**config.mk**
```make
export PLATFORM = sky130hd
export DESIGN_NAME = ndd_serial_div
export DESIGN_NICKNAME = d
export VERILOG_FILES = /design/src/rtl/ndd_pkg.sv /design/src/rtl/ndd_serial_div.sv
export SDC_FILE = /design/constraint.sdc
export NUM_CORES = 1
export LEC_CHECK = 0
export BUFFER_PORTS_ARGS = -buffer_cell sky130_fd_sc_hd__buf_2
export CAP_MARGIN = 40
export CORE_ASPECT_RATIO = 0.6
export CORE_MARGIN = 5
export CORE_UTILIZATION = 55
export DETAILED_ROUTE_END_ITERATION = 12
export PLACE_DENSITY = 0.82
export SLEW_MARGIN = 10
export SYNTH_ARGS = -nofsm -noshare
export SYNTH_HDL_FRONTEND = slang
export SYNTH_SLANG_ARGS = --single-unit
```
**constraint.sdc**
```tcl
create_clock -name clk -period 11.6 [get_ports clk]
set_clock_uncertainty 0.15 [all_clocks]
set_input_delay 1.16 -clock clk [delete_from_list [all_inputs] [get_ports clk]]
set_output_delay 1.16 -clock clk [all_outputs]
set_load 0.02 [all_outputs]
```
**src/rtl/ndd_pkg.sv**
```systemverilog
package ndd_pkg;

	localparam int unsigned MaxNodesDefault = 32;
	localparam int unsigned DataW = 40;
	localparam int unsigned FracW = 24;
	localparam int unsigned StatusW = 3;

	localparam logic [StatusW-1:0] ST_OK = 3'd0;
	localparam logic [StatusW-1:0] ST_NOT_READY = 3'd1;
	localparam logic [StatusW-1:0] ST_DUPLICATE = 3'd2;
	localparam logic [StatusW-1:0] ST_SATURATED = 3'd3;
	localparam logic [StatusW-1:0] ST_FULL = 3'd4;

	// signed 40-bit limits
	localparam logic signed [DataW-1:0] POS_MAX = {1'b0, {(DataW-1){1'b1}}};
	localparam logic signed [DataW-1:0] NEG_MIN = {1'b1, {(DataW-1){1'b0}}};

	// magnitude of a signed 41-bit value
	function automatic logic [DataW:0] mag41(input logic signed [DataW:0] v);
		mag41 = v[DataW] ? (~v + 1'b1) : v;
	endfunction

	// clamp a magnitude with sign to 40 bits; bit DataW of result flags saturation
	function automatic logic [DataW:0] clamp_mag(input logic [63:0] m, input logic neg);
		logic [63:0] lim;
		logic [DataW-1:0] r;
		logic s;
		lim = neg ? (64'd1 << (DataW-1)) : ((64'd1 << (DataW-1)) - 64'd1);
		s = (m > lim);
		r = s ? lim[DataW-1:0] : m[DataW-1:0];
		clamp_mag = {s, neg ? (~r + 1'b1) : r};
	endfunction

	// saturate a signed 41-bit value to 40 bits; bit DataW flags saturation
	function automatic logic [DataW:0] sat41(input logic signed [DataW:0] v);
		logic s;
		s = (v[DataW] != v[DataW-1]);
		sat41 = {s, s ? (v[DataW] ? NEG_MIN : POS_MAX) : v[DataW-1:0]};
	endfunction

endpackage

```
**src/rtl/ndd_serial_div.sv**
```systemverilog
// Restoring divider, one quotient bit per cycle, rounded half away from zero.
module ndd_serial_div (
	input  logic clk,
	input  logic arst_n,
	input  logic go,
	input  logic signed [ndd_pkg::DataW-1:0] num,
	input  logic signed [ndd_pkg::DataW:0] den,
	output logic done,
	output logic signed [ndd_pkg::DataW-1:0] q,
	output logic sat
);
	localparam int unsigned NW = ndd_pkg::DataW + ndd_pkg::FracW + 1;
	localparam int unsigned DW = ndd_pkg::DataW + 1;

	logic [NW-1:0] n_q;
	logic [NW-1:0] quo_q;
	logic [DW:0] rem_q;
	logic [DW-1:0] d_q;
	logic neg_q;
	logic [6:0] cnt_q;
	logic busy_q;
	logic [DW:0] trial;
	logic [63:0] qr;
	logic [ndd_pkg::DataW:0] cl;
	logic [ndd_pkg::DataW:0] nm;

	assign nm = ndd_pkg::mag41({num[ndd_pkg::DataW-1], num});
	assign trial = {rem_q[DW-1:0], n_q[NW-1]};

	always_ff @(posedge clk or negedge arst_n) begin
		if (!arst_n) begin
			busy_q <= 1'b0;
			cnt_q <= '0;
			done <= 1'b0;
		end else begin
			done <= !go && busy_q && (cnt_q == 7'(NW - 1));
			if (go) begin
				busy_q <= 1'b1;
				cnt_q <= '0;
			end else if (busy_q) begin
				if (cnt_q == 7'(NW - 1)) begin
					busy_q <= 1'b0;
				end
				cnt_q <= cnt_q + 7'd1;
			end
		end
	end

	// shift one numerator bit in, subtract if it fits
	always_ff @(posedge clk) begin
		if (go) begin
			// numerator scaled by 2^24
			n_q <= {nm, {ndd_pkg::FracW{1'b0}}};
			d_q <= ndd_pkg::mag41(den);
			rem_q <= '0;
			quo_q <= '0;
			neg_q <= num[ndd_pkg::DataW-1] ^ den[ndd_pkg::DataW];
		end else if (busy_q) begin
			n_q <= n_q << 1;
			if (trial >= {1'b0, d_q}) begin
				rem_q <= trial - {1'b0, d_q};
				quo_q <= {quo_q[NW-2:0], 1'b1};
			end else begin
				rem_q <= trial;
				quo_q <= {quo_q[NW-2:0], 1'b0};
			end
		end
	end

	// round: remainder at least half the divisor
	always_comb begin
		qr = 64'(quo_q) + (({rem_q, 1'b0} >= {1'b0, d_q}) ? 64'd1 : 64'd0);
		cl = ndd_pkg::clamp_mag(qr, neg_q);
	end

	assign q = cl[ndd_pkg::DataW-1:0];
	assign sat = cl[ndd_pkg::DataW];
endmodule
```
* Word level (Yosys, flattened, before mapping)
Cells that the tools add are included.
** Operators by class
- Add/subtract/negate cells :: 6
- Order comparisons :: 3
- Eq/ne operators :: 1
- Muxes and demuxes :: 15
- Bitwise logic cells :: 4
- Reduce and logical (&&, ||, !) cells :: 4
** Operators by type and width (number)
- $mux W40 :: 4
- $mux W65 :: 2
- $add A41 B1 Y41 const B :: 2
- $not A41 Y41 :: 2
- $add A64 B1 Y64 :: 1
- $gt A64 B40 Y1 :: 1
- $ge A43 B41 Y1 :: 1
- $ge A42 B41 Y1 :: 1
- $mux W42 :: 1
- $sub A42 B41 Y42 :: 1
- $mux W41 :: 1
- $add A40 B1 Y40 const B :: 1
- $not A40 Y40 :: 1
- $mux W7 :: 2
- $add A7 B1 Y7 const B :: 1
- $eq A7 B7 Y1 const B :: 1
- $mux W1 :: 5
- $logic_and A1 B1 Y1 :: 2
- $reduce_bool A2 Y1 :: 1
- $logic_not A1 Y1 :: 1
- $xor A1 B1 Y1 :: 1
** Word-level totals
- Register bits after elaboration :: 198
- Input port bits :: 84
- Output and inout port bits :: 42
- Word-level logic and storage cells :: 42

* Logic depth before layout (Yosys ltp)
- Word-level depth :: 8
- Depth in mapped cells :: 43
- Depth with buffers taken out :: 40

* Worst setup path after synthesis
No wires, ideal clock.
- Path kind :: flip-flop to output port
- Start point :: reg d_q[4]
- End point :: out q[32] in the netlist's numbering
- Arrival :: 8.075 ns
- Required time :: 10.290 ns
- Path slack :: 2.215 ns
- Stages on the path, launching flop included :: 40
- Path buffers :: 3
- Path through :: edfxtp_1 inv_1 ha_1 a21o_1 a21oi_1 o21ai_0 nor2_1 o21ai_0 a21oi_1 o21a_1 o21ai_0 nand3_1 o2111ai_1 ha_1 ha_1 and4_1 nand2_1 or4_4 (+4 left out) nor4_1 o211ai_1 a211oi_1 o21ai_0 and2_1 buf_6 buf_6 nor2_1 o21bai_1 ha_1 nand4_1 or4_4 nor4_2 nor3b_1 nand2_1 nor3_1 nor2_1 a221oi_1
** On the way
- Longest elaborated chain between the ends :: 8
** Ends and longest elaborated chain
- start, declared :: line ndd_serial_div.sv:18 : logic [DW-1:0] d_q;
- start signal, assigned :: line ndd_serial_div.sv:54 : d_q <= ndd_pkg::mag41(den);
- $ge A43 B41 Y1 (*) :: line ndd_serial_div.sv:72 : qr = 64'(quo_q) + (({rem_q, 1'b0} >= {1'b0, d_q}) ? 64'd1 : 64'd0);
- $mux W1 (*) :: line ndd_serial_div.sv:72
- $add A64 B1 Y64 (*) :: line ndd_serial_div.sv:72
- $gt A64 B40 Y1 :: line ndd_pkg.sv:29 : s = (m > lim);
- $mux W40 (*) :: line ndd_pkg.sv:30 : r = s ? lim[DataW-1:0] : m[DataW-1:0];
- $not A40 Y40 :: line ndd_pkg.sv:31 : clamp_mag = {s, neg ? (~r + 1'b1) : r};
- $add A40 B1 Y40 :: line ndd_pkg.sv:31
- $mux W40 (*) :: line ndd_pkg.sv:31
- end, declared :: line ndd_serial_div.sv:9 : output logic signed [ndd_pkg::DataW-1:0] q,
Mark *: on every way between the ends. The rest lies on a longest branch, timed or not.

* Worst setup path in the final report
Ends and elaborated chain as after synthesis.

==> out/qor_table.md <==
| Item | Reported |
|:---|:---|
| Worst reg2reg setup slack | 6.73 ns |
| Mux contribution to synthesized area | 0.0554 |
| Worst Path Max Fanout | 25 |
| Post-CTS setup buffer count | 0 |
| Vias in the first global route | 12700 |
| Synth unique cells | 84 |
| Number of core rows | 47 |
| Cell type contributing the most total cell area after synthesis | sky130_fd_sc_hd__edfxtp_1 |
| Most common cell after layout, fill and taps aside | sky130_fd_sc_hd__nor2_1 |
| Proportion of synthesized chip area in sequential cells | 0.314 |
| Per-cell via count in the routed design | 6.18 |
| MaxCap Viol Count | 0 |
| Worst reg-to-reg path cell count | 13 |
| Status | complete, no violations |
| Top flip-flop cell by instance count after synthesis | sky130_fd_sc_hd__dfxtp_1 |
| Most frequent cells in the layout | 236 x sky130_fd_sc_hd__nor2_1, 147 x sky130_fd_sc_hd__a21oi_1, 124 x sky130_fd_sc_hd__buf_2, 120 x sky130_fd_sc_hd__nand2_1, 106 x sky130_fd_sc_hd__dfxtp_1 |
| Endpoint required time on the critical path | 10.29 ns |
| Pin count of the biggest net entering global routing | 128 |
| Worst slew margin relative to its limit | 0.379 |
| Placed Instance Area | 16200 um2 |
| Post-detail-place hpwl | 30300 um |
| Final Critical Period | 11.15 ns |
| Number of synthesized register bits | 198 |
| Post-cts gate resize count | 0 |
| Post-synth EDFFs | 83 |
| Number of buffer cells added on primary ports | 125 |
| Area added between synthesis and finish | 9.23% |
| Startpoint of the most critical setup path | d_q[4] |
| Reported leakage power | 7.68 nW |
| Crit Reg-Reg Endpoint | rem_q[37] |
| Avg Synthesized Cell Area | 8.28 um2 |
| Total count of max-transition violations in the final report | 0 |
| CP peak stage delay | 0.67 ns |
| First-pass GRT wire length | 65700 um |
| Starting DRT DRC Count | 1445 |
| Remaining antenna violation count after routing | 0 |
| Placed cell count | 2257 |
| Clock Pin Slew Worst Setup and Hold Paths | 0.07 ns |
| Total number of H-tree levels | 4 |
| Dominant combinational cell family by area after synthesis | compound AO/OA/AOI/OAI gates |
| Share of final-layout standard cells stronger than drive strength 1 | 0.111 |
| Area of the core | 27600 um2 |
| Number of detailed-route iterations in the first pass | 5 |
| Ports | 126 |
| Worst Hold Class | reg2reg |
| Area fraction of the dominant cell type after synthesis | 0.161 |
| Crit. End Element | primary output |
| Pwr/cell area | 171 nW/um2 |
| Floorplan die area | 31600 um2 |
| Total number of yosys warnings | 0 |
| Number of antenna violations at the first check in global routing | 3 |
| Worst slack at placement | 0.957 ns |
| Parity-gate share of the synthesized area counting xor and xnor cells | 0.0970 |
| Cell count of the worst hold path | 2 |
| Peak ir drop on the vdd network | 0.000135 V |
| Final non-filler cell total | 2290 |
| Crit share post-route | 0.961 |
| DRC Markers | 0 |
| Simple-gate share of the synthesized area | 0.201 |
| Slew @ Worst Pin | 0.931 ns |
| Gate count of the mapped netlist | 1864 |
| Worst setup path category | reg2out |
| Adder and majority cell fraction of the synthesized area | 0.0726 |
| Maximum clock insertion buffer count | 2 |
| CP Data Arrival Time | 9.84 ns |
| GPL Wtd Cong | 1.01 |
| Share of flip-flops with an asynchronous set or reset | 0.0455 |
| Setup slack of the critical path after layout | 0.451 ns |
| Clock tree from TritonCTS | built |
| Final Hold Viols | 0 |
| Hold-fix buffers, CTS | 0 |
| Launch point of the worst hold path | rem_q[5] |
| Startpoint type of the worst setup path | flop |
| Achievable frequency | 89.7 MHz |
| Total GRT Usage | 0.250 |
| Final instance area | 16900 um2 |
| Cells taking the most area after synthesis | sky130_fd_sc_hd__edfxtp_1 16%, sky130_fd_sc_hd__dfxtp_1 14%, sky130_fd_sc_hd__ha_1 7.1% |
| Height of the die | 140 um |
| Final net count | 2082 |
| Final global-route overflow total | 0 |
| Post-Route WL | 40800 um |
| Worst skew pair latency | 0.46 ns |
| R2R Path Start | d_q[0] |
| Cell with the biggest individual delay on the critical path | sky130_fd_sc_hd__or4_4 |
| Number of buffers created by CTS | 17 |
| Post-synth net total | 2037 |
| Cell area after technology mapping | 15400 um2 |
| Avg WL per Cell | 17.8 um |
| CTS Root Buffer Type | sky130_fd_sc_hd__clkbuf_16 |
| Initial standard-cell utilization of the core | 0.559 |
| Clk sinks | 198 |
| Via count of the routed design | 14200 |
| Layout filler cell count | 2381 |
| Chip Width | 226 um |
| Hold EP | rem_q[5] |
| Area fraction in compound gates after synthesis | 0.205 |
| Total of endpoints with negative setup slack in the final report | 0 |
## cell type report
type | count | area [um2] | share of cell area
diodes | 1 | 2.50 | 0.000148
well taps | 367 | 459 | 0.0272
repair buffers | 139 | 797 | 0.0473
inverters | 95 | 359 | 0.0213
clock inverters | 15 | 204 | 0.0121
clock buffers | 17 | 425 | 0.0252
flip-flops and latches | 198 | 4840 | 0.287
multi-input cells | 1458 | 9770 | 0.580
## cell usage after synthesis (18+ instances only)
master and number:
sky130_fd_sc_hd__nand3_1 51, sky130_fd_sc_hd__dfxtp_1 106, sky130_fd_sc_hd__nor2_1 237, sky130_fd_sc_hd__edfxtp_1 83, sky130_fd_sc_hd__a22oi_1 18, sky130_fd_sc_hd__a211oi_1 46
sky130_fd_sc_hd__o21ai_0 82, sky130_fd_sc_hd__a21o_1 29, sky130_fd_sc_hd__ha_1 88, sky130_fd_sc_hd__a21oi_1 147, sky130_fd_sc_hd__xor2_1 79, sky130_fd_sc_hd__clkbuf_1 80
sky130_fd_sc_hd__nor3_1 33, sky130_fd_sc_hd__nand2_1 120, sky130_fd_sc_hd__mux2i_1 82, sky130_fd_sc_hd__or3_1 22, sky130_fd_sc_hd__o31ai_1 28, sky130_fd_sc_hd__inv_1 94
sky130_fd_sc_hd__nand4_1 44, sky130_fd_sc_hd__xnor2_1 92, sky130_fd_sc_hd__nor4_1 22
## worst max-delay path by stage
stage	cells after the start	end	slack [ns]
final	39	q[32]	0.45
after global routing	38	q[32]	-0.06
after CTS	33	q[32]	0.42
after detailed placement	33	q[32]	0.96
after global placement	32	q[38]	1.15
after floorplan	39	q[32]	2.22
## per-layer routing
metal	wire length (um)	vias to the layer above	track usage	part of all wire
li1	-	6888	-	-
met2	16400	617	0.340	0.40
met4	472	4	0.0509	0.012
met1	20000	6594	0.397	0.49
met3	3890	57	0.0623	0.095
met5	21	-	0	0.00051
## critical path, delay by kind of cell (launching register included)
kind | cells | cell delay (ns)
AOI/OAI and AO/OA | 16 | 2.86
xor gates and xnor gates | 1 | 0.52
adders and majority gates | 5 | 1.44
buffers and inverters | 3 | 0.42
DFF | 1 | 0.32
and+or+nand+nor | 14 | 3.79
## through the flow
stage	hold slack (ns)	util	power, mW	TNS [ns]
floorplan	0.326	-	1.86	0
global route	0.382	0.610	3.05	-0.113
detailed placement	0.349	0.586	2.22	0
finish	0.360	0.610	2.88	0
global placement	0.340	0.583	2.18	0
CTS	0.358	0.609	2.85	0
## state kept, by name, indices dropped and copies added, names as in the netlist
name    cells
busy_q      1
neg_q       1
cnt_q       7
rem_q      42
d_q        41
done        1
quo_q      64
n_q        41
## report_power, final
group,switching (mW),leakage (nW),internal [mW]
logic,0.858,5.57,0.519
registers,0.0578,1.81,0.815
clock network,0.299,0.309,0.331
total,1.21,7.68,1.67
## cells by family after synthesis
kind of cell	after synthesis
compound gates	482
xor+xnor	171
fa+ha+maj	89
buf+inv	208
flops	198
mux	85
simple gates	631
(Power assumes the default switching activity.)
