### src/rtl/ndd_pkg.sv
package ndd_pkg;

	localparam int unsigned MaxNodesDefault = 32;
	localparam int unsigned DataW = 40;
	localparam int unsigned FracW = 24;
	localparam int unsigned StatusW = 3;

	localparam logic [StatusW-1:0] ST_OK = 3'd0;
	localparam logic [StatusW-1:0] ST_NOT_READY = 3'd1;
	localparam logic [StatusW-1:0] ST_DUPLICATE = 3'd2;
	localparam logic [StatusW-1:0] ST_SATURATED = 3'd3;
	localparam logic [StatusW-1:0] ST_FULL = 3'd4;

	// signed 40-bit limits
	localparam logic signed [DataW-1:0] POS_MAX = {1'b0, {(DataW-1){1'b1}}};
	localparam logic signed [DataW-1:0] NEG_MIN = {1'b1, {(DataW-1){1'b0}}};

	// magnitude of a signed 41-bit value
	function automatic logic [DataW:0] mag41(input logic signed [DataW:0] v);
		mag41 = v[DataW] ? (~v + 1'b1) : v;
	endfunction

	// clamp a magnitude with sign to 40 bits; bit DataW of result flags saturation
	function automatic logic [DataW:0] clamp_mag(input logic [63:0] m, input logic neg);
		logic [63:0] lim;
		logic [DataW-1:0] r;
		logic s;
		lim = neg ? (64'd1 << (DataW-1)) : ((64'd1 << (DataW-1)) - 64'd1);
		s = (m > lim);
		r = s ? lim[DataW-1:0] : m[DataW-1:0];
		clamp_mag = {s, neg ? (~r + 1'b1) : r};
	endfunction

	// saturate a signed 41-bit value to 40 bits; bit DataW flags saturation
	function automatic logic [DataW:0] sat41(input logic signed [DataW:0] v);
		logic s;
		s = (v[DataW] != v[DataW-1]);
		sat41 = {s, s ? (v[DataW] ? NEG_MIN : POS_MAX) : v[DataW-1:0]};
	endfunction

endpackage

### src/rtl/ndd_serial_mul.sv
// Shift-and-add multiplier, one multiplier bit per cycle, signed-magnitude,
// Q16.24 product rounded half away from zero and saturated to 40 bits.
module ndd_serial_mul (
	input  logic clk,
	input  logic arst_n,
	input  logic go,
	input  logic signed [ndd_pkg::DataW:0] a,
	input  logic signed [ndd_pkg::DataW:0] b,
	output logic done,
	output logic signed [ndd_pkg::DataW-1:0] p,
	output logic sat
);
	localparam int unsigned W = ndd_pkg::DataW + 1;
	localparam int unsigned PW = 2 * W;

	logic [PW-1:0] mcand_q;
	logic [W-1:0] mplier_q;
	logic [PW-1:0] acc_q;
	logic neg_q;
	logic [5:0] cnt_q;
	logic busy_q;
	logic [PW-1:0] rnd;
	logic [63:0] m;
	logic [ndd_pkg::DataW:0] cl;

	// step one bit of the multiplier a cycle
	always_ff @(posedge clk or negedge arst_n) begin
		if (!arst_n) begin
			busy_q <= 1'b0;
			cnt_q <= '0;
			done <= 1'b0;
		end else begin
			done <= !go && busy_q && (cnt_q == 6'(W - 1));
			if (go) begin
				busy_q <= 1'b1;
				cnt_q <= '0;
			end else if (busy_q) begin
				if (cnt_q == 6'(W - 1)) begin
					busy_q <= 1'b0;
				end
				cnt_q <= cnt_q + 6'd1;
			end
		end
	end

	// shift the multiplicand up and the multiplier down, add on a set bit
	always_ff @(posedge clk) begin
		if (go) begin
			mcand_q <= {{W{1'b0}}, ndd_pkg::mag41(a)};
			mplier_q <= ndd_pkg::mag41(b);
			acc_q <= '0;
			neg_q <= a[W-1] ^ b[W-1];
		end else if (busy_q) begin
			acc_q <= acc_q + (mplier_q[0] ? mcand_q : '0);
			mcand_q <= mcand_q << 1;
			mplier_q <= mplier_q >> 1;
		end
	end

	// round and clamp the finished product
	always_comb begin
		rnd = acc_q + (PW'(1) << (ndd_pkg::FracW - 1));
		m = (rnd[PW-1:ndd_pkg::FracW] >> 63) != 0 ? 64'hFFFF_FFFF_FFFF_FFFF
			: 64'(rnd >> ndd_pkg::FracW);
		cl = ndd_pkg::clamp_mag(m, neg_q);
	end

	assign p = cl[ndd_pkg::DataW-1:0];
	assign sat = cl[ndd_pkg::DataW];
endmodule

### config.mk
export PLATFORM = sky130hd
export DESIGN_NAME = ndd_serial_mul
export DESIGN_NICKNAME = d
export VERILOG_FILES = /design/src/rtl/ndd_pkg.sv /design/src/rtl/ndd_serial_mul.sv
export SDC_FILE = /design/constraint.sdc
export NUM_CORES = 1
export LEC_CHECK = 0
export ABC_AREA = 0
export BUFFER_PORTS_ARGS = -buffer_cell sky130_fd_sc_hd__buf_4
export CORE_MARGIN = 1
export CORE_UTILIZATION = 40
export DETAILED_ROUTE_END_ITERATION = 6
export PLACE_DENSITY = 0.62
export SLEW_MARGIN = 30
export SYNTH_ARGS = -nofsm -noshare
export SYNTH_HDL_FRONTEND = slang
export SYNTH_SLANG_ARGS = --single-unit
### constraint.sdc
create_clock -name clk -period 10.2 [get_ports clk]
set_input_delay 0 -clock clk [delete_from_list [all_inputs] [get_ports clk]]
set_output_delay 0 -clock clk [all_outputs]
set_load 0.1 [all_outputs]
## After elaboration in Yosys (flattened, before gate mapping)

Index checks and enable logic that the tools add are counted.

| storage, ports and cells | value |
|---|---|
| register bits after elaboration | 214 |
| latch bits | 0 |
| memory bits (writable) | 0 |
| ROM bits | 0 |
| output and inout port bits | 42 |
| memories | 0 |

| operators by class | value |
|---|---|
| $add $sub $neg | 6 |
| $mul | 0 |
| divide/modulo/power cells | 0 |
| $lt $le $gt $ge | 1 |
| equal/unequal tests | 1 |
| shift operators | 0 |
| muxes and demuxes | 15 |
| bitwise gates (word level) | 4 |
| reductions and logical operators | 4 |

Operator list:

| operator | number |
|---|---|
| $mux 41 | 6 |
| $mux 40 | 3 |
| $add 41x1->41 const B | 2 |
| $add 82x24->82 const B | 1 |
| $add 82x82->82 | 1 |
| $mux 82 | 1 |
| $not 41->41 | 2 |
| $gt 58x40->1 | 1 |
| $add 40x1->40 const B | 1 |
| $not 40->40 | 1 |
| $mux 6 | 2 |
| $add 6x1->6 const B | 1 |
| $eq 6x6->1 const B | 1 |
| $mux 1 | 3 |
| $logic_and 1x1->1 | 2 |
| $reduce_bool 2->1 | 1 |
| $logic_not 1->1 | 1 |
| $xor 1x1->1 | 1 |

## Depth between registers and ports, before layout

Gate-level depths: netlist of the first run.

| depth | value |
|---|---|
| depth after elaboration | 6 |
| depth in mapped cells | 29 |
| mapped depth without buffers | 24 |

## Worst setup path before layout of the first run

OpenSTA, ideal clock, no wires.

| timing | value |
|---|---|
| kind | register -> output |
| start | reg acc_q[24] |
| end | out p[36] (netlist bit) |
| arrival | 6587 ps |
| required time | 10200 ps |
| slack | 3613 ps |
| cell stages (with the launch flop) | 29 |
| path buffers | 4 |
| cell sequence | dfxtp_1 ha_1 nand3_1 nor4_2 and3_1 clkbuf_1 nand3_1 xor2_1 inv_1 ha_1 nand2_1 nor3_1 nand3_1 a31oi_1 nor4_1 a211oi_1 and4bb_1 buf_2 buf_2 nor2_1 o21bai_1 ha_1 clkbuf_1 inv_1 nor2_1 nand3_1 nor4_1 o31ai_1 a2bb2oi_1 |

| on the way | value |
|---|---|
| cells in the longest elaborated chain, start to end | 6 |

RTL lines:

| element | line | text |
|---|---|---|
| start: declaration | ndd_serial_mul.sv:18 | `logic [PW-1:0] acc_q;` |
| start signal: assignment | ndd_serial_mul.sv:54 | `acc_q <= acc_q + (mplier_q[0] ? mcand_q : '0);` |
| $add 82x24->82 (*) | ndd_serial_mul.sv:62 | `rnd = acc_q + (PW'(1) << (ndd_pkg::FracW - 1));` |
| $gt 58x40->1 | ndd_pkg.sv:29 | `s = (m > lim);` |
| $mux 40 (*) | ndd_pkg.sv:30 | `r = s ? lim[DataW-1:0] : m[DataW-1:0];` |
| $not 40->40 | ndd_pkg.sv:31 | `clamp_mag = {s, neg ? (~r + 1'b1) : r};` |
| $add 40x1->40 | ndd_pkg.sv:31 |  |
| $mux 40 (*) | ndd_pkg.sv:31 |  |
| end: declaration | ndd_serial_mul.sv:10 | `output logic signed [ndd_pkg::DataW-1:0] p,` |

Mark *: on every way between the ends. The rest lies on a longest branch, timed or not.

## Worst setup path in the final report of the first run

| timing | value |
|---|---|
| start | reg acc_q[24] |
| end | out p[32] (netlist bit) |

The elaborated chain is that of the path after synthesis.

==> results of run 1 <==
[metal layers]
layer	vias up	global-route usage, %
met5	-	0
met4	0	5.49
met3	62	2.31
met2	472	35.5
met1	8379	31.5
li1	8956	-
[critical path, delay by kind of cell (launching register included)]
| kind | cells | cell delay, ns |
|---|---|---|
| xor+xnor | 1 | 0.49 |
| buf+inv | 4 | 0.89 |
| flops | 1 | 0.43 |
| simple gates | 8 | 2.85 |
| compound gates | 8 | 1.53 |
| fa+ha+maj | 3 | 0.93 |
[path summary, 6_finish.rpt]
| check | from | depth (start not counted) | to |
|---|---|---|---|
| worst max-delay path | acc_q[24] | 24 | p[32] |
| min in group asynchronous | arst_n | 3 | done |
| worst min-delay path | a[0] | 3 | mcand_q[0] |
| max in group asynchronous | arst_n | 3 | busy_q |
| worst min register to register | acc_q[16] | 2 | acc_q[16] |
| worst max register to register | mplier_q[0] | 13 | acc_q[71] |
[flip-flops by register name (all words and copies together) (netlist names)]
signal	flops
acc_q	82
busy_q	1
cnt_q	6
done	1
mcand_q	82
mplier_q	41
neg_q	1
[placed cells by master, fill, tap and decap left out, types with 16 or more instances in the layout]
master | synthesis | final
dfxtp_1 | 123 | 123
edfxtp_1 | 83 | 83
mux2i_1 | 91 | 91
nor4_1 | 28 | 28
nor3_1 | 43 | 43
nand2b_1 | 20 | 20
a21o_1 | 55 | 55
o41ai_1 | 16 | 16
nand3_1 | 76 | 76
xnor2_1 | 89 | 89
inv_1 | 77 | 76
or3_1 | 33 | 33
o31ai_1 | 33 | 33
a211oi_1 | 20 | 19
a21oi_1 | 202 | 202
ha_1 | 127 | 127
o21ai_0 | 141 | 141
buf_4 | 2 | 136
mux2_2 | 22 | 22
nand2_1 | 186 | 186
and3_1 | 24 | 24
xor2_1 | 113 | 113
nor2_1 | 255 | 254
dlygate4sd3_1 | 0 | 107
and2_1 | 99 | 99
nand4_1 | 57 | 57
clkbuf_16 | 0 | 28
a31oi_1 | 23 | 23
[cell families after synthesis]
group	count (synthesis)	share of synthesized area, %
AOI/OAI and AO/OA	627	20.8
xor gates and xnor gates	202	9.37
adders and majority gates	128	8.52
buffers and inverters	201	4.29
DFF	214	27.3
muxes	113	6.13
and+or+nand+nor	892	23.6
[power groups by stage]
stage	clock network, mW	registers (mW)	logic, mW
after floorplan	0	1.09	1.60
after global placement	0	1.13	1.98
after detailed placement	0	1.14	2.00
after CTS	0.937	1.12	2.04
after global routing	0.968	1.14	2.23
final	0.914	1.12	2.06
[through the flow]
stage / cells / worst slack [ns] / area (sq um) / total power, mW / hold WS [ns]
5_1_grt: 3154 / 1.75 / 22100 / 4.34 / 0.294
4_1_cts: 3154 / 2.53 / 22100 / 4.10 / 0.259
3_5_place_dp: 2999 / 3.12 / 20200 / 3.14 / -0.177
2_1_floorplan: 2377 / 3.61 / 18900 / 2.69 / -0.296
6_report: 3154 / 2.51 / 22100 / 4.09 / 0.294
3_3_place_gp: 2999 / 3.47 / 20200 / 3.11 / -0.175
[cell type report]
class / count / area [sq um]
Inverter: 78 / 294
Clock inverter: 9 / 78.8
Multi-Input combinational cell: 1962 / 12900
Tap cell: 607 / 759
Sequential cell: 214 / 5160
Clock buffer: 39 / 752
Timing Repair Buffer: 245 / 2110
Fill cell: 4517 / 24500
==> metrics.json, run 1 <==
{
  "type_of_the_setup_path_with_the_least_slack": {"value": "reg -> out"},
  "critical-path-max-stage-delay": {"value": 0.89, "unit": "ns"},
  "grt_util_all_layers": {"value": 22.1, "unit": "%"},
  "clockPowerShare": {"value": 22.3, "unit": "%"},
  "cts_buffers": {"value": 26},
  "fmax": {"value": 130, "unit": "MHz"},
  "dpl.hpwl": {"value": 39300, "unit": "um"},
  "floorplan.rows": {"value": 79},
  "net_switching_power_of_the_design": {"value": 1.89, "unit": "mW"},
  "route.met2.wl": {"value": 23700, "unit": "um"},
  "cts.root.buffer_cell": {"value": "clkbuf_16"},
  "vias": {"value": 17869},
  "syn_avg_cell_area": {"value": 7.95, "unit": "sq um"},
  "post-route-min-period": {"value": 7.69, "unit": "ns"},
  "p_per_area": {"value": 185, "unit": "nW/um^2"},
  "synth.ff_latch_count": {"value": 214},
  "p_leak": {"value": 9.63, "unit": "nW"},
  "finalHoldViolCount": {"value": 0},
  "place.port_buffers": {"value": 126},
  "route.detailed.vias_per_inst": {"value": 5.67},
  "max_cap_viol_count": {"value": 0},
  "grt_setup_unrepaired": {"value": "no"},
  "critPathLaunchType": {"value": "flip-flop"},
  "min-delay-path-class": {"value": "in -> reg"},
  "combPwrFrac": {"value": 50.2, "unit": "%"},
  "outcome": {"value": "complete, no violations"},
  "antenna_found_initial": {"value": 0},
  "synth_top_flop_cell": {"value": "dfxtp_1"},
  "timing.critical_path.cells": {"value": "ha_1, nand3_1, nor4_2, nand4_1, xor2_1, inv_1, ha_1, a21o_1, a21o_1, a21oi_1, o221ai_1, nor4_1, a211oi_1, and4bb_1, inv_2, o21bai_1, ha_1, inv_1, nor2_1, and4_1, nand3_1, a41oi_1, a21boi_1, buf_4"},
  "layout-drive-gt1-share": {"value": 9.07, "unit": "%"},
  "synth_cells": {"value": 2377},
  "synth.top_cells.by_count": {"value": "nor2_1, a21oi_1, nand2_1, o21ai_0, ha_1"},
  "yosysUniqueCellTypes": {"value": 83},
  "grt_max_degree": {"value": 90},
  "floorplan.io_pins": {"value": 127},
  "dr.first_iter.drc_count": {"value": 1389},
  "setup_viol": {"value": 0},
  "finalWeightedCongestion": {"value": 0.931},
  "ctsLongestPathBuffers": {"value": 3},
  "clk-insertion-delay-late": {"value": 0.55, "unit": "ns"},
  "max-slew-margin-rel": {"value": 39.1, "unit": "%"},
  "die_w": {"value": 219, "unit": "um"},
  "placeable_core_area": {"value": 46600, "unit": "sq um"},
  "syn2layout_area_growth": {"value": 16.9, "unit": "%"},
  "overflow": {"value": 0},
  "synthesis.nets": {"value": 2590},
  "post_cts_resize_count": {"value": 0},
  "antenna_left": {"value": 0},
  "antenna_diode_count": {"value": 0},
  "postSynth.asyncResetShare": {"value": 3.74, "unit": "%"},
  "detailroute.wirelength.met3": {"value": 2590, "unit": "um"},
  "cts_tree": {"value": "done"},
  "synth_top_area_share": {"value": 13.2, "unit": "%"},
  "buffers_inserted_during_post_cts_setup_optimization": {"value": 0},
  "clock_skew": {"value": 0.0223, "unit": "ns"},
  "synth_sequential_area_ratio": {"value": 27.3, "unit": "%"},
  "numClockSinks": {"value": 214},
  "ir_worst_vdd": {"value": 0.483, "unit": "mV"},
  "cp_max_fo": {"value": 26},
  "synth_top_area_cell": {"value": "edfxtp_1"},
  "nNetsFinal": {"value": 2740},
  "vias_in_the_first_global_route": {"value": 16928},
  "netlist_area": {"value": 18900, "unit": "sq um"},
  "data_required_time_at_the_worst_endpoint": {"value": 10.20, "unit": "ns"},
  "initial_utilization": {"value": 40.6, "unit": "%"},
  "cts_hold_buffers": {"value": 107},
  "timing.critical_path.to_type": {"value": "output port"},
  "die_height": {"value": 219, "unit": "um"},
  "r2r_slack": {"value": 5.27, "unit": "ns"},
  "remaining_drc_errors": {"value": 0},
  "slew_violations": {"value": 0},
  "clk_transition_reported_paths": {"value": 0.06, "unit": "ns"},
  "max_slew.worst_pin.slew": {"value": 0.904, "unit": "ns"},
  "yosysWarningCount": {"value": 0},
  "crit_top_cell": {"value": "ha_1"},
  "timing.setup.tns": {"value": 0, "unit": "ns"},
  "die_area": {"value": 48100, "unit": "sq um"},
  "first_pass_iters": {"value": 5},
  "critical-path-slowest-cell": {"value": "and4bb_1"},
  "p_int": {"value": 2.20, "unit": "mW"},
  "swShare": {"value": 46.2, "unit": "%"},
  "met1_length": {"value": 26600, "unit": "um"},
  "routed.top_layer": {"value": "met4"},
  "power.share.sequential": {"value": 27.4, "unit": "%"},
  "layout_worst_path_cycle_share": {"value": 75.4, "unit": "%"},
  "cts.htree.levels": {"value": 1},
  "postLayoutCoreUtil": {"value": 47.4, "unit": "%"},
  "synth-edff-count": {"value": 83},
  "routed_wirelength": {"value": 53800, "unit": "um"},
  "routed_wire_length_per_instance": {"value": 17.1, "unit": "um"},
  "grt_first_pass_wirelength": {"value": 87700, "unit": "um"},
  "post_synth_main_area_contributors": {"value": "edfxtp_1, dfxtp_1, ha_1"},
  "synth.most_common_cell": {"value": "nor2_1"},
  "worstPathArrival": {"value": 7.69, "unit": "ns"}
}
Power figures use the tool's default switching activity.
==> inputs of run 2 (changes only) <==
PLACE_DENSITY = 0.64   (was 0.62)
clock period = 6.2 ns   (was 10.2 ns; I/O delays follow)
==> run 2 against run 1 <==
Worst hold slack got worse by 0.22 ns. Critical endpoint unchanged. Die area unchanged. Count of clock-buffer cells in the layout fell by 2. Wire length rose by 0.24%. Critical path type unchanged.
==> metrics.json, run 2 (synthesis results as in run 1) <==
{
  "nNetsFinal": {"value": 2749},
  "overflow": {"value": 0},
  "holdPathStages": {"value": 2},
  "preCtsSetupSlack": {"value": 0.282, "unit": "ns"},
  "floorplan.io_pins": {"value": 127},
  "hold_slack": {"value": 0.0781, "unit": "ns"},
  "timing.setup.tns": {"value": 0, "unit": "ns"},
  "r2r_slack": {"value": 1.58, "unit": "ns"},
  "cts.htree.levels": {"value": 1},
  "clock_skew": {"value": 0.0112, "unit": "ns"},
  "initial_utilization": {"value": 40.6, "unit": "%"},
  "cts_tree": {"value": "done"},
  "layout.cells.most_common_list": {"value": "nor2_1, a21oi_1, nand2_1, buf_4, o21ai_0"},
  "finalWeightedCongestion": {"value": 0.925},
  "total_power": {"value": 6.91, "unit": "mW"},
  "post-route-min-period": {"value": 5.86, "unit": "ns"},
  "placeable_core_area": {"value": 46600, "unit": "sq um"},
  "route.met2.wl": {"value": 23800, "unit": "um"},
  "p_per_area": {"value": 307, "unit": "nW/um^2"},
  "p_leak": {"value": 9.84, "unit": "nW"},
  "detailroute.wirelength.met3": {"value": 2970, "unit": "um"},
  "worstPathArrival": {"value": 5.86, "unit": "ns"},
  "grt_first_pass_wirelength": {"value": 87400, "unit": "um"},
  "die_w": {"value": 219, "unit": "um"},
  "grt_util_all_layers": {"value": 22.1, "unit": "%"},
  "antenna_found_initial": {"value": 0},
  "layout_worst_path_cycle_share": {"value": 94.6, "unit": "%"},
  "clk-insertion-delay-late": {"value": 0.54, "unit": "ns"},
  "worstHoldStart": {"value": "b[40]"},
  "outcome": {"value": "complete, no violations"},
  "max-slew-margin-rel": {"value": 34.6, "unit": "%"},
  "critPathLaunchType": {"value": "flip-flop"},
  "cts_buffers": {"value": 26},
  "layout-drive-gt1-share": {"value": 12.2, "unit": "%"},
  "fmax": {"value": 171, "unit": "MHz"},
  "vias_in_the_first_global_route": {"value": 16921},
  "numClockSinks": {"value": 214},
  "die_area": {"value": 48100, "unit": "sq um"},
  "ctsLongestPathBuffers": {"value": 3},
  "cts.root.buffer_cell": {"value": "clkbuf_16"},
  "final_common_cell": {"value": "nor2_1"},
  "hold_end": {"value": "neg_q"},
  "routed.top_layer": {"value": "met4"},
  "grt_max_degree": {"value": 97},
  "cp-startpoint": {"value": "acc_q[23]"},
  "clk_transition_reported_paths": {"value": 0.06, "unit": "ns"},
  "route.detailed.vias_per_inst": {"value": 5.70},
  "timing.critical_path.to_type": {"value": "output port"},
  "reg2reg_depth": {"value": 13},
  "type_of_the_setup_path_with_the_least_slack": {"value": "reg -> out"},
  "syn2layout_area_growth": {"value": 19.3, "unit": "%"},
  "vias": {"value": 18046},
  "min-delay-path-class": {"value": "in -> reg"},
  "place.port_buffers": {"value": 126},
  "cp_max_fo": {"value": 10},
  "setup_viol": {"value": 0},
  "dpl.hpwl": {"value": 39600, "unit": "um"},
  "ir_worst_vdd": {"value": 0.779, "unit": "mV"},
  "dr.first_iter.drc_count": {"value": 1324},
  "floorplan.rows": {"value": 79},
  "first_pass_iters": {"value": 5},
  "r2r_start": {"value": "mplier_q[0]"},
  "final.setup.worst_slack": {"value": 0.337, "unit": "ns"},
  "max_slew.worst_pin.slew": {"value": 0.980, "unit": "ns"},
  "regToRegEndpoint": {"value": "acc_q[75]"},
  "reg.largest.list": {"value": "acc_q x82, mcand_q x82, mplier_q x41"},
  "routed_wire_length_per_instance": {"value": 17.1, "unit": "um"},
  "die_height": {"value": 219, "unit": "um"},
  "antenna_left": {"value": 0},
  "max_cap_viol_count": {"value": 0},
  "met1_length": {"value": 26000, "unit": "um"},
  "routed_wirelength": {"value": 53900, "unit": "um"},
  "slew_violations": {"value": 0},
  "remaining_drc_errors": {"value": 0},
  "data_required_time_at_the_worst_endpoint": {"value": 6.20, "unit": "ns"},
  "finalHoldViolCount": {"value": 0}
}
==> run 2: changes by cell type in the layout (fill, tap and decap cells not counted), moves of 5 or more <==
cell	change
clkbuf_1	-5
xor2_1	-8
dlygate4sd3_1	-11
xor2_2	+6
buf_4	+18
dfxtp_2	+13
dfxtp_1	-16
==> run 2: metrics by stage <==
| step | instance area (sq um) | std cells | utilization, % |
|---|---|---|---|
| finish | 22500 | 3164 | 48.4 |
| floorplan | 18900 | 2377 | - |
| CTS | 22300 | 3159 | 47.9 |
| global route | 22500 | 3163 | 48.4 |
| global placement | 20300 | 3015 | 43.7 |
| detailed placement | 20300 | 3015 | 43.7 |
==> run 2: worst max-delay path, stage by stage (launching register included) <==
cell and delay, ns:
dfxtp_1 0.45, ha_2 0.27, nand3_4 0.16, nor4_4 0.34
buf_4 0.20, nand4_1 0.10, xor2_1 0.16, buf_4 0.17
inv_1 0.05, ha_1 0.29, a21o_1 0.16, a21o_1 0.16
a21oi_1 0.25, o221ai_1 0.16, nor4_2 0.16, a211oi_1 0.07
and4bb_2 0.38, inv_2 0.05, o21bai_2 0.19, ha_4 0.21
inv_1 0.11, nor2_1 0.16, and4_1 0.27, nand3_1 0.12
a41oi_1 0.24, a21boi_2 0.23, buf_12 0.19
==> run 2: worst max-delay path by stage <==
stage / to
after floorplan: p[14]
after global placement: p[32]
after detailed placement: p[32]
after CTS: p[32]
after global routing: p[36]
final: p[32]
==> run 2: layout make-up <==
cell class | count | area [sq um]
Inverter | 78 | 294
Tap cell | 607 | 759
Sequential cell | 214 | 5190
Timing Repair Buffer | 254 | 2180
Clock buffer | 37 | 779
Multi-Input combinational cell | 1962 | 13200
Fill cell | 4482 | 24000
Clock inverter | 11 | 116
Antenna cell | 1 | 2.50
==> run 2: repair_timing <==
action | 4_1_cts | 5_1_grt
hold buffers | 96 | 0
setup buffers | 0 | 4
gates cloned | 0 | 0
resized for setup | 16 | 49
pin swaps | 0 | 6
setup endpoints to repair | 4 | 18
endpoints found under the hold margin | 125 | 0
==> run 2: metal layers <==
layer	vias up	track usage (%)
met5	-	0
li1	9005	-
met4	0	6.37
met3	87	2.22
met2	559	35.2
met1	8395	31.3
==> run 2: power by group <==
part           switching, mW  total, mW  internal (mW)
combinational           2.33       3.45           1.12
clock                  0.622       1.58          0.961
sequential             0.192       1.87           1.68
total                   3.15       6.91           3.76
==> inputs of run 3 (changes only) <==
==> constraint.sdc (replaced) <==
create_clock -name clk -period 6.2 [get_ports clk]
set_input_delay 0 -clock clk [delete_from_list [all_inputs] [get_ports clk]]
set_output_delay 0 -clock clk [all_outputs]
set_load 0.02 [all_outputs]
==> run 3 against run 2 <==
Sequential share of layout area up 0.056 points. Largest power group unchanged. Highest routed layer unchanged. Maximum frequency down 0.19%. Clock power about the same. Wire length up 1.1%. Global-route usage up 0.16 points. Via count up 0.45%.
==> metrics.json, run 3 (synthesis results as in run 1) <==
{
  "outcome": {"value": "complete, no violations"},
  "layout.cells.most_common_list": {"value": "nor2_1, a21oi_1, nand2_1, buf_4, o21ai_0"},
  "final_common_cell": {"value": "nor2_1"},
  "layout-drive-gt1-share": {"value": 12.3, "unit": "%"},
  "antenna_found_initial": {"value": 1},
  "syn2layout_area_growth": {"value": 18.9, "unit": "%"},
  "layout_worst_path_cycle_share": {"value": 94.7, "unit": "%"},
  "die_area": {"value": 48100, "unit": "sq um"},
  "fmax": {"value": 170, "unit": "MHz"},
  "grt.busiest_layer": {"value": "met2"},
  "numClockSinks": {"value": 214},
  "holdPathStages": {"value": 2},
  "clk-insertion-delay-late": {"value": 0.55, "unit": "ns"},
  "max_slew.worst_pin.slew": {"value": 0.935, "unit": "ns"},
  "die_w": {"value": 219, "unit": "um"},
  "floorplan.rows": {"value": 79},
  "p_per_area": {"value": 274, "unit": "nW/um^2"},
  "min-delay-path-class": {"value": "in -> reg"},
  "max-slew-margin-rel": {"value": 37.2, "unit": "%"},
  "post-route-min-period": {"value": 5.87, "unit": "ns"},
  "hold_slack": {"value": 0.0564, "unit": "ns"},
  "final_cells": {"value": 3161},
  "setup_viol": {"value": 0},
  "grt_max_degree": {"value": 93},
  "clock_skew": {"value": 0.0258, "unit": "ns"},
  "total_power": {"value": 6.15, "unit": "mW"},
  "worstHoldStart": {"value": "b[40]"},
  "data_required_time_at_the_worst_endpoint": {"value": 6.20, "unit": "ns"},
  "r2r_start": {"value": "mplier_q[0]"},
  "finalWeightedCongestion": {"value": 0.935},
  "regToRegEndpoint": {"value": "acc_q[71]"},
  "dpl.cell_count": {"value": 3014},
  "vias": {"value": 18127},
  "remaining_drc_errors": {"value": 0},
  "cts_buffers": {"value": 26},
  "finalHoldViolCount": {"value": 0},
  "worstPathArrival": {"value": 5.87, "unit": "ns"},
  "initial_utilization": {"value": 40.6, "unit": "%"},
  "cts.root.buffer_cell": {"value": "clkbuf_16"},
  "timing.critical_path.to_type": {"value": "output port"},
  "timing.setup.tns": {"value": 0, "unit": "ns"},
  "grt_util_met3": {"value": 2.12, "unit": "%"},
  "r2r_slack": {"value": 1.40, "unit": "ns"},
  "overflow": {"value": 0},
  "cp_max_fo": {"value": 16},
  "slew_violations": {"value": 0},
  "vias_in_the_first_global_route": {"value": 16971},
  "critPathLaunchType": {"value": "flip-flop"},
  "nNetsFinal": {"value": 2746},
  "max_cap_viol_count": {"value": 0},
  "routed_wirelength": {"value": 54500, "unit": "um"},
  "dr.first_iter.drc_count": {"value": 1473},
  "floorplan.io_pins": {"value": 127},
  "dpl.hpwl": {"value": 39700, "unit": "um"},
  "die_height": {"value": 219, "unit": "um"},
  "p_leak": {"value": 9.83, "unit": "nW"},
  "clk_transition_reported_paths": {"value": 0.06, "unit": "ns"},
  "global_route.usage.met2": {"value": 34.9, "unit": "%"},
  "antenna_left": {"value": 0},
  "grt_util_all_layers": {"value": 22.2, "unit": "%"},
  "place.port_buffers": {"value": 126},
  "grtUsageMet1": {"value": 31.8, "unit": "%"},
  "type_of_the_setup_path_with_the_least_slack": {"value": "reg -> out"},
  "route.detailed.vias_per_inst": {"value": 5.73},
  "grt_first_pass_wirelength": {"value": 87900, "unit": "um"},
  "reg2reg_depth": {"value": 13},
  "cts_tree": {"value": "done"},
  "ctsLongestPathBuffers": {"value": 3},
  "reg.largest.list": {"value": "acc_q x82, mcand_q x82, mplier_q x41"},
  "num-fill-cells": {"value": 4437},
  "hold_end": {"value": "neg_q"},
  "postLayoutCoreUtil": {"value": 48.3, "unit": "%"},
  "ir_worst_vdd": {"value": 0.344, "unit": "mV"},
  "first_pass_iters": {"value": 5},
  "placeable_core_area": {"value": 46600, "unit": "sq um"},
  "routed_wire_length_per_instance": {"value": 17.3, "unit": "um"},
  "cts.htree.levels": {"value": 1}
}
[run 3: final cells by class]
| cell class | instances | area [sq um] | area share [%] |
|---|---|---|---|
| diodes | 1 | 2.50 | 0.0111 |
| clock buffers | 35 | 800 | 3.56 |
| clock inverters | 13 | 104 | 0.462 |
| inverters | 78 | 295 | 1.31 |
| multi-input cells | 1962 | 13200 | 58.7 |
| flip-flops and latches | 214 | 5180 | 23.1 |
| well taps | 607 | 759 | 3.38 |
| repair buffers | 251 | 2130 | 9.48 |
[run 3: how the worst max path moves through the flow]
| stage | from | end | slack [ns] | depth (start not counted) |
|---|---|---|---|---|
| 2_1_floorplan | acc_q[24] | p[32] | 0.75 | 28 |
| 3_3_place_gp | acc_q[33] | p[32] | 0.43 | 24 |
| 3_5_place_dp | acc_q[33] | p[36] | 0.1 | 24 |
| 4_1_cts | acc_q[23] | p[32] | 0.006 | 26 |
| 5_1_grt | acc_q[25] | p[32] | -0.04 | 23 |
| 6_report | acc_q[25] | p[32] | 0.33 | 25 |
[run 3: routing by layer]
layer,routed length (um),part of all wire (%)
met1,26500,49
met2,23800,44
met3,2820,5.2
met5,0,0
met4,1420,2.6
[run 3: report_power, final]
| group | switching (mW) | internal [mW] |
|---|---|---|
| Sequential | 0.191 | 1.68 |
| Combinational | 1.58 | 1.11 |
| Clock | 0.644 | 0.950 |
[run 3: per-stage QoR]
step / setup WS [ns] / cell area, sq um
final: 0.326 / 22500
after global routing: -0.0417 / 22500
after CTS: 0.00596 / 22200
after detailed placement: 0.0962 / 20300
after global placement: 0.426 / 20300
after floorplan: 0.748 / 18900
[run 3: what timing repair did]
action	in CTS	in global routing
setup endpoints to repair	15	18
hold endpoints to repair	130	0
gates resized for setup	19	50
hold buffers	94	0
pin swaps	0	6
buffers inserted	0	4
[run 3: critical path: stages (launching register included)]
cell and delay (ns):
dfxtp_2 0.43, nand4_1 0.20, buf_4 0.22, nor3_2 0.27, and2_2 0.26, nand3_1 0.14, xor2_2 0.20, inv_1 0.07
ha_1 0.29, nand4_1 0.12, inv_1 0.05, a221oi_1 0.37, o221ai_1 0.19, nor4_1 0.21, a211oi_1 0.08, and4bb_1 0.36
inv_2 0.17, o21bai_2 0.24, ha_4 0.22, inv_1 0.12, nor2_1 0.18, and4_1 0.27, nand3_1 0.11, a41oi_1 0.24
a21boi_1 0.18, buf_4 0.15
